File: src/design/assert_macros.svh
// ----------------------------------------------------------------------------
// Assertion macros
// Shared concurrent assertion forms used by the statistics block.
// ----------------------------------------------------------------------------
`ifndef ASSERT_MACROS_SVH
`define ASSERT_MACROS_SVH

// Same-cycle implication, disabled while reset is asserted.
`define ASSERT_IMPLIES(label, clk, rst_n, ante, cons) \
  label: assert property (@(posedge clk) disable iff (!rst_n) (ante) |-> (cons)) \
    else $error("assertion failed: same-cycle implication");

// Next-cycle implication, disabled while reset is asserted.
`define ASSERT_NEXT(label, clk, rst_n, ante, cons) \
  label: assert property (@(posedge clk) disable iff (!rst_n) (ante) |=> (cons)) \
    else $error("assertion failed: next-cycle implication");

`endif

File: src/design/sss_pkg.sv
// ----------------------------------------------------------------------------
// sss_pkg
// Types and constants shared by the sorted set statistics block.
// ----------------------------------------------------------------------------
`default_nettype none

package sss_pkg;

  localparam int MaxItems = 256;
  localparam int MarkW    = 16;
  localparam int SumW     = 24;
  localparam int CountW   = 9;
  localparam int Med2W    = 17;
  localparam int AddrW    = $clog2(MaxItems);
  localparam int CntW     = $clog2(MaxItems + 1);
  localparam int NumW     = SumW + 1;
  localparam int DivCntW  = $clog2(NumW + 1);
  localparam int OutDataW = 72;

  localparam logic [SumW-1:0] SumMax = {SumW{1'b1}};

  typedef enum logic [0:0] {
    ST_LOAD,
    ST_CALC
  } top_state_e;

  typedef enum logic [3:0] {
    SORT_IDLE,
    SORT_READ_I,
    SORT_TAKE_I,
    SORT_SCAN,
    SORT_SWAP_LO,
    SORT_SWAP_I,
    SORT_MED_LO,
    SORT_MED_HI,
    SORT_MED_SUM
  } sort_state_e;

  typedef struct packed {
    logic             we;
    logic [AddrW-1:0] addr;
    logic [MarkW-1:0] data;
  } ld_wr_t;

  typedef struct packed {
    logic            start;
    logic [CntW-1:0] n;
  } sort_req_t;

  typedef struct packed {
    logic             done;
    logic [Med2W-1:0] med2;
  } sort_rsp_t;

  typedef struct packed {
    logic            start;
    logic [NumW-1:0] num;
    logic [CntW-1:0] den;
  } div_req_t;

  typedef struct packed {
    logic             done;
    logic [MarkW-1:0] quot;
  } div_rsp_t;

endpackage

`default_nettype wire

File: src/design/sorted_set_statistics.sv
// ----------------------------------------------------------------------------
// sorted_set_statistics
// Collects a set of marks, partly sorts them and reports count, sum, mean, median.
// ----------------------------------------------------------------------------
//
// Channel  Direction  Payload                               Accepted when
// s_*      in         tdata: mark[15:0]; tlast: last         s_tvalid_i && s_tready_o
// m_*      out        tdata: count, sum, mean, median x2;    m_tvalid_o && m_tready_i
//                     tuser: overflow
//
// Each mark is taken in one cycle while the set is loading. After the
// transaction that carries tlast, input stalls while the selection sort runs
// up to the middle entry on the value store (a write port and a registered
// read port), the median is read and summed, and the output register is
// loaded. The mean divider runs in parallel with the sort. Reset clears the
// control state; the value store is not cleared, since only entries written
// in the current set are ever read. A result waiting at the output does not
// hold off loading the next set; it only delays that set's own result.
// ----------------------------------------------------------------------------
`default_nettype none
`include "assert_macros.svh"

module sorted_set_statistics (
  input  wire logic        clk_i,
  input  wire logic        rst_ni,
  input  wire logic        s_tvalid_i,
  output logic             s_tready_o,
  input  wire logic [15:0] s_tdata_i,   // mark[15:0]
  input  wire logic        s_tlast_i,   // last
  output logic             m_tvalid_o,
  input  wire logic        m_tready_i,
  output logic [71:0]      m_tdata_o,   // count[8:0], sum_total[32:9], mean[48:33],
                                        // median_doubled[65:49], zero fill[71:66]
  output logic             m_tuser_o    // overflow
);

  sss_pkg::top_state_e state_q, state_d;

  logic [sss_pkg::CntW-1:0] count_q, count_d;
  logic [sss_pkg::SumW-1:0] sum_q, sum_d;
  logic                     drop_q, drop_d;

  logic                         m_tvalid_q;
  logic [sss_pkg::OutDataW-1:0] m_tdata_q;
  logic                         m_tuser_q;

  logic                     accept;
  logic                     room;
  logic [sss_pkg::SumW:0]   sum_ext;
  logic                     out_load;

  sss_pkg::ld_wr_t   ld_wr;
  sss_pkg::sort_req_t sort_req;
  sss_pkg::sort_rsp_t sort_rsp;
  sss_pkg::div_req_t  div_req;
  sss_pkg::div_rsp_t  div_rsp;

  // Handshake and output-register control.
  always_comb begin
    s_tready_o = state_q == sss_pkg::ST_LOAD;
    accept     = s_tvalid_i && s_tready_o;
    out_load   = (state_q == sss_pkg::ST_CALC) && sort_rsp.done && div_rsp.done &&
                 (!m_tvalid_q || m_tready_i);
  end

  // Next state.
  always_comb begin
    state_d = state_q;
    unique case (state_q)
      sss_pkg::ST_LOAD: if (accept && s_tlast_i) state_d = sss_pkg::ST_CALC;
      sss_pkg::ST_CALC: if (out_load) state_d = sss_pkg::ST_LOAD;
      default:          state_d = sss_pkg::ST_LOAD;
    endcase
  end

  // Set accumulation. A mark that finds the store full is dropped and flagged;
  // the total saturates rather than wraps.
  always_comb begin
    room    = count_q < sss_pkg::CntW'(sss_pkg::MaxItems);
    sum_ext = {1'b0, sum_q} + {{(sss_pkg::SumW+1-sss_pkg::MarkW){1'b0}}, s_tdata_i};
    count_d = count_q;
    sum_d   = sum_q;
    drop_d  = drop_q;
    if (accept) begin
      if (room) begin
        count_d = count_q + 1'b1;
        sum_d   = sum_ext[sss_pkg::SumW] ? sss_pkg::SumMax : sum_ext[sss_pkg::SumW-1:0];
      end else begin
        drop_d = 1'b1;
      end
    end
    if (out_load) begin
      count_d = '0;
      sum_d   = '0;
      drop_d  = 1'b0;
    end
  end

  // The store write and both starts use the values that include the last mark.
  always_comb begin
    ld_wr.we       = accept && room;
    ld_wr.addr     = count_q[sss_pkg::AddrW-1:0];
    ld_wr.data     = s_tdata_i;
    sort_req.start = accept && s_tlast_i;
    sort_req.n     = count_d;
    div_req.start  = accept && s_tlast_i;
    div_req.den    = count_d;
    div_req.num    = {1'b0, sum_d} + sss_pkg::NumW'(count_d >> 1);
  end

  sss_sorter u_sorter (
    .clk_i   (clk_i),
    .rst_ni  (rst_ni),
    .ld_wr_i (ld_wr),
    .req_i   (sort_req),
    .rsp_o   (sort_rsp)
  );

  sss_div u_div (
    .clk_i  (clk_i),
    .rst_ni (rst_ni),
    .req_i  (div_req),
    .rsp_o  (div_rsp)
  );

  always_ff @(posedge clk_i or negedge rst_ni) begin
    if (!rst_ni) begin
      state_q    <= sss_pkg::ST_LOAD;
      count_q    <= '0;
      sum_q      <= '0;
      drop_q     <= 1'b0;
      m_tvalid_q <= 1'b0;
    end else begin
      state_q <= state_d;
      count_q <= count_d;
      sum_q   <= sum_d;
      drop_q  <= drop_d;
      if (out_load) begin
        m_tvalid_q <= 1'b1;
      end else if (m_tready_i) begin
        m_tvalid_q <= 1'b0;
      end
    end
  end

  always_ff @(posedge clk_i) begin
    if (out_load) begin
      m_tdata_q <= {{(sss_pkg::OutDataW - sss_pkg::CountW - sss_pkg::SumW -
                      sss_pkg::MarkW - sss_pkg::Med2W){1'b0}},
                    sort_rsp.med2, div_rsp.quot, sum_q, count_q[sss_pkg::CountW-1:0]};
      m_tuser_q <= drop_q;
    end
  end

  assign m_tvalid_o = m_tvalid_q;
  assign m_tdata_o  = m_tdata_q;
  assign m_tuser_o  = m_tuser_q;

  `ASSERT_NEXT(a_stall_after_last, clk_i, rst_ni, accept && s_tlast_i, !s_tready_o)
  `ASSERT_IMPLIES(a_count_in_range, clk_i, rst_ni, 1'b1, count_q <= sss_pkg::CntW'(sss_pkg::MaxItems))
  `ASSERT_IMPLIES(a_result_from_calc, clk_i, rst_ni, $rose(m_tvalid_o), $past(state_q == sss_pkg::ST_CALC))

endmodule

`default_nettype wire

File: src/design/sss_div.sv
// ----------------------------------------------------------------------------
// sss_div
// Restoring divider, one quotient bit per cycle, for the rounded mean.
// ----------------------------------------------------------------------------
`default_nettype none
`include "assert_macros.svh"

module sss_div (
  input  wire logic              clk_i,
  input  wire logic              rst_ni,
  input  wire sss_pkg::div_req_t req_i,
  output sss_pkg::div_rsp_t      rsp_o
);

  logic [sss_pkg::NumW-1:0]    num_q;
  logic [sss_pkg::CntW-1:0]    den_q;
  logic [sss_pkg::CntW:0]      rem_q;
  logic [sss_pkg::DivCntW-1:0] cnt_q;
  logic                        busy_q;
  logic                        done_q;

  logic [sss_pkg::CntW:0] shifted;
  logic [sss_pkg::CntW:0] diff;
  logic                   fits;

  always_comb begin
    shifted = {rem_q[sss_pkg::CntW-1:0], num_q[sss_pkg::NumW-1]};
    fits    = shifted >= {1'b0, den_q};
    diff    = shifted - {1'b0, den_q};
  end

  always_ff @(posedge clk_i or negedge rst_ni) begin
    if (!rst_ni) begin
      cnt_q  <= '0;
      busy_q <= 1'b0;
      done_q <= 1'b0;
    end else if (req_i.start) begin
      cnt_q  <= sss_pkg::DivCntW'(sss_pkg::NumW);
      busy_q <= 1'b1;
      done_q <= 1'b0;
    end else if (busy_q) begin
      cnt_q <= cnt_q - 1'b1;
      if (cnt_q == sss_pkg::DivCntW'(1)) begin
        busy_q <= 1'b0;
        done_q <= 1'b1;
      end
    end
  end

  // The quotient bits shift in at the bottom as the dividend shifts out.
  always_ff @(posedge clk_i) begin
    if (req_i.start) begin
      num_q <= req_i.num;
      den_q <= req_i.den;
      rem_q <= '0;
    end else if (busy_q) begin
      rem_q <= fits ? diff : shifted;
      num_q <= {num_q[sss_pkg::NumW-2:0], fits};
    end
  end

  assign rsp_o.done = done_q;
  assign rsp_o.quot = num_q[sss_pkg::MarkW-1:0];

  `ASSERT_NEXT(a_div_start_clears_done, clk_i, rst_ni, req_i.start, !done_q && busy_q)

endmodule

`default_nettype wire

File: src/design/sss_sorter.sv
// ----------------------------------------------------------------------------
// sss_sorter
// Value store with a selection sort sequencer and median readout.
// ----------------------------------------------------------------------------
`default_nettype none
`include "assert_macros.svh"

module sss_sorter (
  input  wire logic               clk_i,
  input  wire logic               rst_ni,
  input  wire sss_pkg::ld_wr_t    ld_wr_i,
  input  wire sss_pkg::sort_req_t req_i,
  output sss_pkg::sort_rsp_t      rsp_o
);

  logic [sss_pkg::MarkW-1:0] mem_q [sss_pkg::MaxItems];
  logic [sss_pkg::MarkW-1:0] rdata_q;

  sss_pkg::sort_state_e state_q, state_d;

  logic [sss_pkg::CntW-1:0]  n_q;
  logic [sss_pkg::AddrW-1:0] i_q, i_d, j_q, j_d, lo_q, lo_d;
  logic [sss_pkg::MarkW-1:0] min_q, min_d, vali_q, vali_d, meda_q, meda_d;
  logic [sss_pkg::Med2W-1:0] med2_q, med2_d;
  logic                      done_q;

  logic                      we;
  logic [sss_pkg::AddrW-1:0] waddr;
  logic [sss_pkg::MarkW-1:0] wdata;
  logic [sss_pkg::AddrW-1:0] raddr;

  logic [sss_pkg::CntW-1:0]  half;
  logic [sss_pkg::CntW-1:0]  i_next;
  logic [sss_pkg::CntW-1:0]  j_next;
  logic                      i_more;
  logic                      j_more;
  logic                      i_last;

  always_comb begin
    half   = n_q >> 1;
    i_next = {{(sss_pkg::CntW-sss_pkg::AddrW){1'b0}}, i_q} + 1'b1;
    j_next = {{(sss_pkg::CntW-sss_pkg::AddrW){1'b0}}, j_q} + 1'b1;
    i_more = i_next < n_q;
    j_more = j_next < n_q;
    i_last = {{(sss_pkg::CntW-sss_pkg::AddrW){1'b0}}, i_q} == half;
  end

  // Next state.
  always_comb begin
    state_d = state_q;
    unique case (state_q)
      sss_pkg::SORT_IDLE:    if (req_i.start) state_d = sss_pkg::SORT_READ_I;
      sss_pkg::SORT_READ_I:  state_d = sss_pkg::SORT_TAKE_I;
      sss_pkg::SORT_TAKE_I:  state_d = i_more ? sss_pkg::SORT_SCAN : sss_pkg::SORT_SWAP_LO;
      sss_pkg::SORT_SCAN:    if (!j_more) state_d = sss_pkg::SORT_SWAP_LO;
      sss_pkg::SORT_SWAP_LO: state_d = sss_pkg::SORT_SWAP_I;
      sss_pkg::SORT_SWAP_I:  state_d = i_last ? sss_pkg::SORT_MED_LO : sss_pkg::SORT_READ_I;
      sss_pkg::SORT_MED_LO:  state_d = sss_pkg::SORT_MED_HI;
      sss_pkg::SORT_MED_HI:  state_d = sss_pkg::SORT_MED_SUM;
      sss_pkg::SORT_MED_SUM: state_d = sss_pkg::SORT_IDLE;
      default:               state_d = sss_pkg::SORT_IDLE;
    endcase
  end

  // Memory port control and datapath updates.
  always_comb begin
    we     = 1'b0;
    waddr  = ld_wr_i.addr;
    wdata  = ld_wr_i.data;
    raddr  = i_q;
    i_d    = i_q;
    j_d    = j_q;
    lo_d   = lo_q;
    min_d  = min_q;
    vali_d = vali_q;
    meda_d = meda_q;
    med2_d = med2_q;
    unique case (state_q)
      sss_pkg::SORT_IDLE: begin
        we = ld_wr_i.we;
        if (req_i.start) begin
          i_d = '0;
        end
      end
      sss_pkg::SORT_READ_I: begin
        raddr = i_q;
      end
      sss_pkg::SORT_TAKE_I: begin
        min_d  = rdata_q;
        vali_d = rdata_q;
        lo_d   = i_q;
        j_d    = i_next[sss_pkg::AddrW-1:0];
        raddr  = i_next[sss_pkg::AddrW-1:0];
      end
      sss_pkg::SORT_SCAN: begin
        if (rdata_q < min_q) begin
          min_d = rdata_q;
          lo_d  = j_q;
        end
        j_d   = j_next[sss_pkg::AddrW-1:0];
        raddr = j_next[sss_pkg::AddrW-1:0];
      end
      sss_pkg::SORT_SWAP_LO: begin
        we    = 1'b1;
        waddr = lo_q;
        wdata = vali_q;
      end
      sss_pkg::SORT_SWAP_I: begin
        we    = 1'b1;
        waddr = i_q;
        wdata = min_q;
        if (!i_last) begin
          i_d = i_next[sss_pkg::AddrW-1:0];
        end
      end
      sss_pkg::SORT_MED_LO: begin
        // Even count reads the lower middle first; odd reads the middle twice.
        raddr = n_q[0] ? half[sss_pkg::AddrW-1:0] : half[sss_pkg::AddrW-1:0] - 1'b1;
      end
      sss_pkg::SORT_MED_HI: begin
        meda_d = rdata_q;
        raddr  = half[sss_pkg::AddrW-1:0];
      end
      sss_pkg::SORT_MED_SUM: begin
        med2_d = {1'b0, meda_q} + {1'b0, rdata_q};
      end
      default: begin
        we = 1'b0;
      end
    endcase
  end

  always_ff @(posedge clk_i) begin
    if (we) begin
      mem_q[waddr] <= wdata;
    end
    rdata_q <= mem_q[raddr];
  end

  always_ff @(posedge clk_i or negedge rst_ni) begin
    if (!rst_ni) begin
      state_q <= sss_pkg::SORT_IDLE;
      done_q  <= 1'b0;
    end else begin
      state_q <= state_d;
      if (req_i.start) begin
        done_q <= 1'b0;
      end else if (state_q == sss_pkg::SORT_MED_SUM) begin
        done_q <= 1'b1;
      end
    end
  end

  always_ff @(posedge clk_i) begin
    if (req_i.start && state_q == sss_pkg::SORT_IDLE) begin
      n_q <= req_i.n;
    end
    i_q    <= i_d;
    j_q    <= j_d;
    lo_q   <= lo_d;
    min_q  <= min_d;
    vali_q <= vali_d;
    meda_q <= meda_d;
    med2_q <= med2_d;
  end

  assign rsp_o.done = done_q;
  assign rsp_o.med2 = med2_q;

  `ASSERT_IMPLIES(a_no_load_while_sorting, clk_i, rst_ni, state_q != sss_pkg::SORT_IDLE, !ld_wr_i.we && !req_i.start)

endmodule

`default_nettype wire
File: config.mk
export PLATFORM = sky130hd
export DESIGN_NAME = sorted_set_statistics
export DESIGN_NICKNAME = d
export VERILOG_FILES = /design/src/design/sss_pkg.sv /design/src/design/sorted_set_statistics.sv /design/src/design/sss_div.sv /design/src/design/sss_sorter.sv
export VERILOG_INCLUDE_DIRS = /design/src /design/src/design
export SDC_FILE = /design/constraint.sdc
export NUM_CORES = 2
export LEC_CHECK = 0
export BUFFER_PORTS_ARGS = -buffer_cell sky130_fd_sc_hd__buf_2
export CORE_ASPECT_RATIO = 0.5
export CORE_MARGIN = 4
export CORE_UTILIZATION = 40
export CTS_BUF_LIST = sky130_fd_sc_hd__clkbuf_8
export DETAILED_ROUTE_END_ITERATION = 8
export GPL_TIMING_DRIVEN = 1
export PLACE_DENSITY = 0.53
export SYNTH_ARGS = -nofsm -noshare
export SYNTH_HDL_FRONTEND = slang
export SYNTH_SLANG_ARGS = --single-unit
File: constraint.sdc
create_clock -name clk_i -period 27.7 [get_ports clk_i]
set_input_delay 4.155 -clock clk_i [delete_from_list [all_inputs] [get_ports clk_i]]
set_output_delay 4.155 -clock clk_i [all_outputs]
set_load 0.01 [all_outputs]
==> results.md <==
- Hold Path Cell Cnt: 0
- GP Congestion: 0.851
- Number of setup buffers added after CTS: 0
- Vias in the first global route: slightly below 100k
- Die area: 448000 µm²
- Min cycle time layout: just under 9 ns
- Routed WL: 520 mm
- GRT Total Usage: 22.6%
- Met1 Routed Length: 236 mm
- Crit path required time: 28.61 ns
- Ys flop type: edfxtp_1
- WL/cell: around 29 µm
- Leakage: 65.2 nW
- Max layer used: met5
- Top cells by area, synth: edfxtp_1 74%, mux4_2 6.2%, nand2_1 4.9%
- CTS buffer count: 652
- Worst-Skew Late Latency: 1.11 ns
- Crit path DAT: 9.57 ns
- Core Util, Final: 45.0%
- Largest area contributor in the netlist: edfxtp_1
- Adder-cell area share of the yosys netlist: less than 1%
- Final setup TNS: 0 ns
- Clock tree sinks: between 4000 and 5000
- Synth Cell Area: 175000 µm²
- Final Max Tran Viols: 0
- GRT overflow: 0
- Yosys warnings: 0
- Avg Inst Size Synth: between 15 and 20 µm²
- Slew headroom: roughly 8.3%
- Synth Area in Compound Gates: 5.12%
- Fmax: 0.115 GHz
- Status: finished, final reports clean
- Crit path max fanout: 10
- Root Buffer: clkbuf_8
- Largest net degree at the start of global routing: 173
- Combinational family with the most area after synthesis: simple AND/OR/NAND/NOR gates
- Commonest cells in the netlist: 4295 x edfxtp_1, 2286 x nand2_1, 587 x nand3_1
- Post-synthesis sequential area ratio: approximately three quarters
- Via Count: just over 100k
- VDD IR max: 105 µV
- PnR worst setup slack: around 19 ns
- XOR/XNOR share of the synthesized area: 0.376%
- Crit-path slowest cell: o21ai_1
- Initial antenna violation count: 45
- Worst reg2reg path depth: 15
- Netlist cell types: 96
- Initial core utilization: 40.2%
- Mux contribution to synthesized area: just under 8%
- Clk buf depth: 4
- Type of origin of the critical path: input pin
- Synthesized flop and latch total: 4368
- Antenna-violating nets left: 0
- Endpoint class of the critical path: register
- Clock Skews: 0.0655 ns
- Slew @ Worst Pin: 1.37 ns
- Most common cell in the netlist: edfxtp_1
- Drt drc: 0
- Io pins: 96
- Crit-path max cell delay: 0.69 ns
- CTS tree: done
- WS Path Type: in -> reg
- HPWL after DPL: 302 mm
- Die X: 943 µm
- Post-cts sizing count: 0
- HP Class: reg -> reg
- Post-synth EDFFs: 4295
- # setup viols final: 0
- Final Net Count: between 10000 and 15000
- # port buffers: 89
- Violation count after the first detailed-route iteration: 13912
- Cells along the critical path: buf_2 -> ha_1 -> fa_1 -> a211oi_1 -> o211ai_2 -> and4b_1 -> o21ai_1 -> a31oi_1 -> ha_1 -> nor2b_1 -> o21ai_0 -> nand2b_1 -> a31oi_1 -> a211o_1 -> a2111oi_4 -> nand4_2 -> or3_1 -> or4_1 -> o21ai_1
- FILL cells: 38173
- WL met2: ~220 mm
- Final hold vios: 0
- Via density per instance: 5.77
- Drt first pass iters: 6
- DIE HEIGHT: 475 µm
- Area growth, synth to finish: 11.9%
- Routed met3 length: 49.4 mm
- RSZ-0062 raised after global routing: no
- Post-Synth Simple-Gate Area: 9.18%
- Ys async rst share: about 1.1%
- Maxcap violations: 0
- First-pass GRT wire length: approximately 740 mm
- P per Cell Area: 121 nW/µm²
- Hold buffers post-CTS: 0
- Core Footprint: 435000 µm²
- Clk slew on worst S/H paths: around 0.060 ns
- Share of layout cells above drive strength 1: 17.0%
- Top cell type's share of synthesized area: 73.8%
- Place WS: 18.11 ns
- CTS H-tree lvls: 6
- Mapped Cells: 10992
- Final critical-path share of the clock period: 31.3%
- Row cnt: 171
critical path: cells and delay by family:
kind	cells	cell delay [ns]
AOI/OAI and AO/OA	9	2.62
and+or+nand+nor	6	1.54
adders and majority gates	3	1.11
buffers and inverters	1	0.13
cell type report:
class                   instances  area (µm²)  area share [%]
repair buffers                574        4400            2.25
well taps                    5795        7250            3.71
flip-flops and latches       4368      131000            66.9
multi-input cells            5807       41300            21.1
clock buffers                 678        9330            4.77
diodes                         15        37.5          0.0192
clock inverters               455        2060            1.05
inverters                     104         392           0.200
final timing paths:
| kind | start | to | slack (ns) |
|---|---|---|---|
| max | s_tdata_i[0] | u_div.num_q[24] | 19.04 |
| min | u_sorter.med2_q[2] | m_tdata_o[51] | 0.42 |
| max reg2reg | u_sorter.state_q[2] | u_sorter.rdata_q[11] | 19.15 |
| min reg2reg | u_sorter.med2_q[2] | m_tdata_o[51] | 0.42 |
| max in group asynchronous | rst_ni | u_sorter.state_q[1] | 24.01 |
| min in group asynchronous | rst_ni | u_div.cnt_q[4] | 3.18 |
state kept, by name, summed over array words and instances, names as in the netlist, 5 cells and up:
register	count
u_div.cnt_q	5
u_sorter.i_q	8
u_sorter.meda_q	16
sum_q	24
u_sorter.min_q	16
count_q	9
m_tdata_o	66
u_div.den_q	9
u_sorter.n_q	9
u_sorter.mem_q	4096
u_div.rem_q	9
u_sorter.j_q	8
u_sorter.vali_q	16
u_div.num_q	25
u_sorter.med2_q	17
u_sorter.rdata_q	16
u_sorter.lo_q	8
where the power goes:
part | internal (mW) | switching (mW)
combinational | 2.96 | 7.37
sequential | 8.40 | 0.169
clock | 2.31 | 2.50
total | 13.7 | 10.0
cell usage in the layout, fill, tap and decap left out, drive strengths merged, types with 22 or more instances in the layout:
| master | count |
|---|---|
| dfxtp | 25 |
| nor4 | 85 |
| edfxtp | 4295 |
| nand2 | 2287 |
| nor2 | 363 |
| a211o | 22 |
| a21oi | 58 |
| nand4 | 28 |
| nand3 | 587 |
| a211oi | 186 |
| a31oi | 77 |
| o21ai | 117 |
| o211ai | 41 |
| a2111oi | 36 |
| clkinv | 168 |
| ha | 86 |
| buf | 574 |
| mux2i | 262 |
| nand2b | 22 |
| a311oi | 425 |
| o22ai | 30 |
| dfrtp | 48 |
| xnor2 | 58 |
| o21a | 25 |
| inv | 372 |
| and3 | 255 |
| mux4 | 480 |
| nor3 | 32 |
| clkbuf | 678 |
per-layer routing:
| layer | vias up | track usage, % |
|---|---|---|
| li1 | 43761 | - |
| met1 | 53474 | 35.0 |
| met2 | 4791 | 32.4 |
| met3 | 717 | 4.73 |
| met4 | 14 | 5.62 |
| met5 | - | 0 |
cells by family after synthesis:
logic type | after synthesis
adders and majority gates | 90
xor gates and xnor gates | 75
buffers and inverters | 822
AOI/OAI and AO/OA | 1153
muxes | 755
and+or+nand+nor | 3728
DFF | 4368
other | 1
per-stage QoR:
stage | hold slack, ns | instances | total power, mW | instance area [µm²]
final | 0.419 | 17796 | 23.7 | 195000
after global routing | 0.432 | 17782 | 24.7 | 195000
after CTS | 0.420 | 17781 | 23.8 | 195000
after detailed placement | 0.406 | 16648 | 19.0 | 184000
after global placement | 0.403 | 16648 | 18.9 | 184000
after floorplan | 0.400 | 10997 | 15.5 | 175000
(Power assumes the default switching activity.)
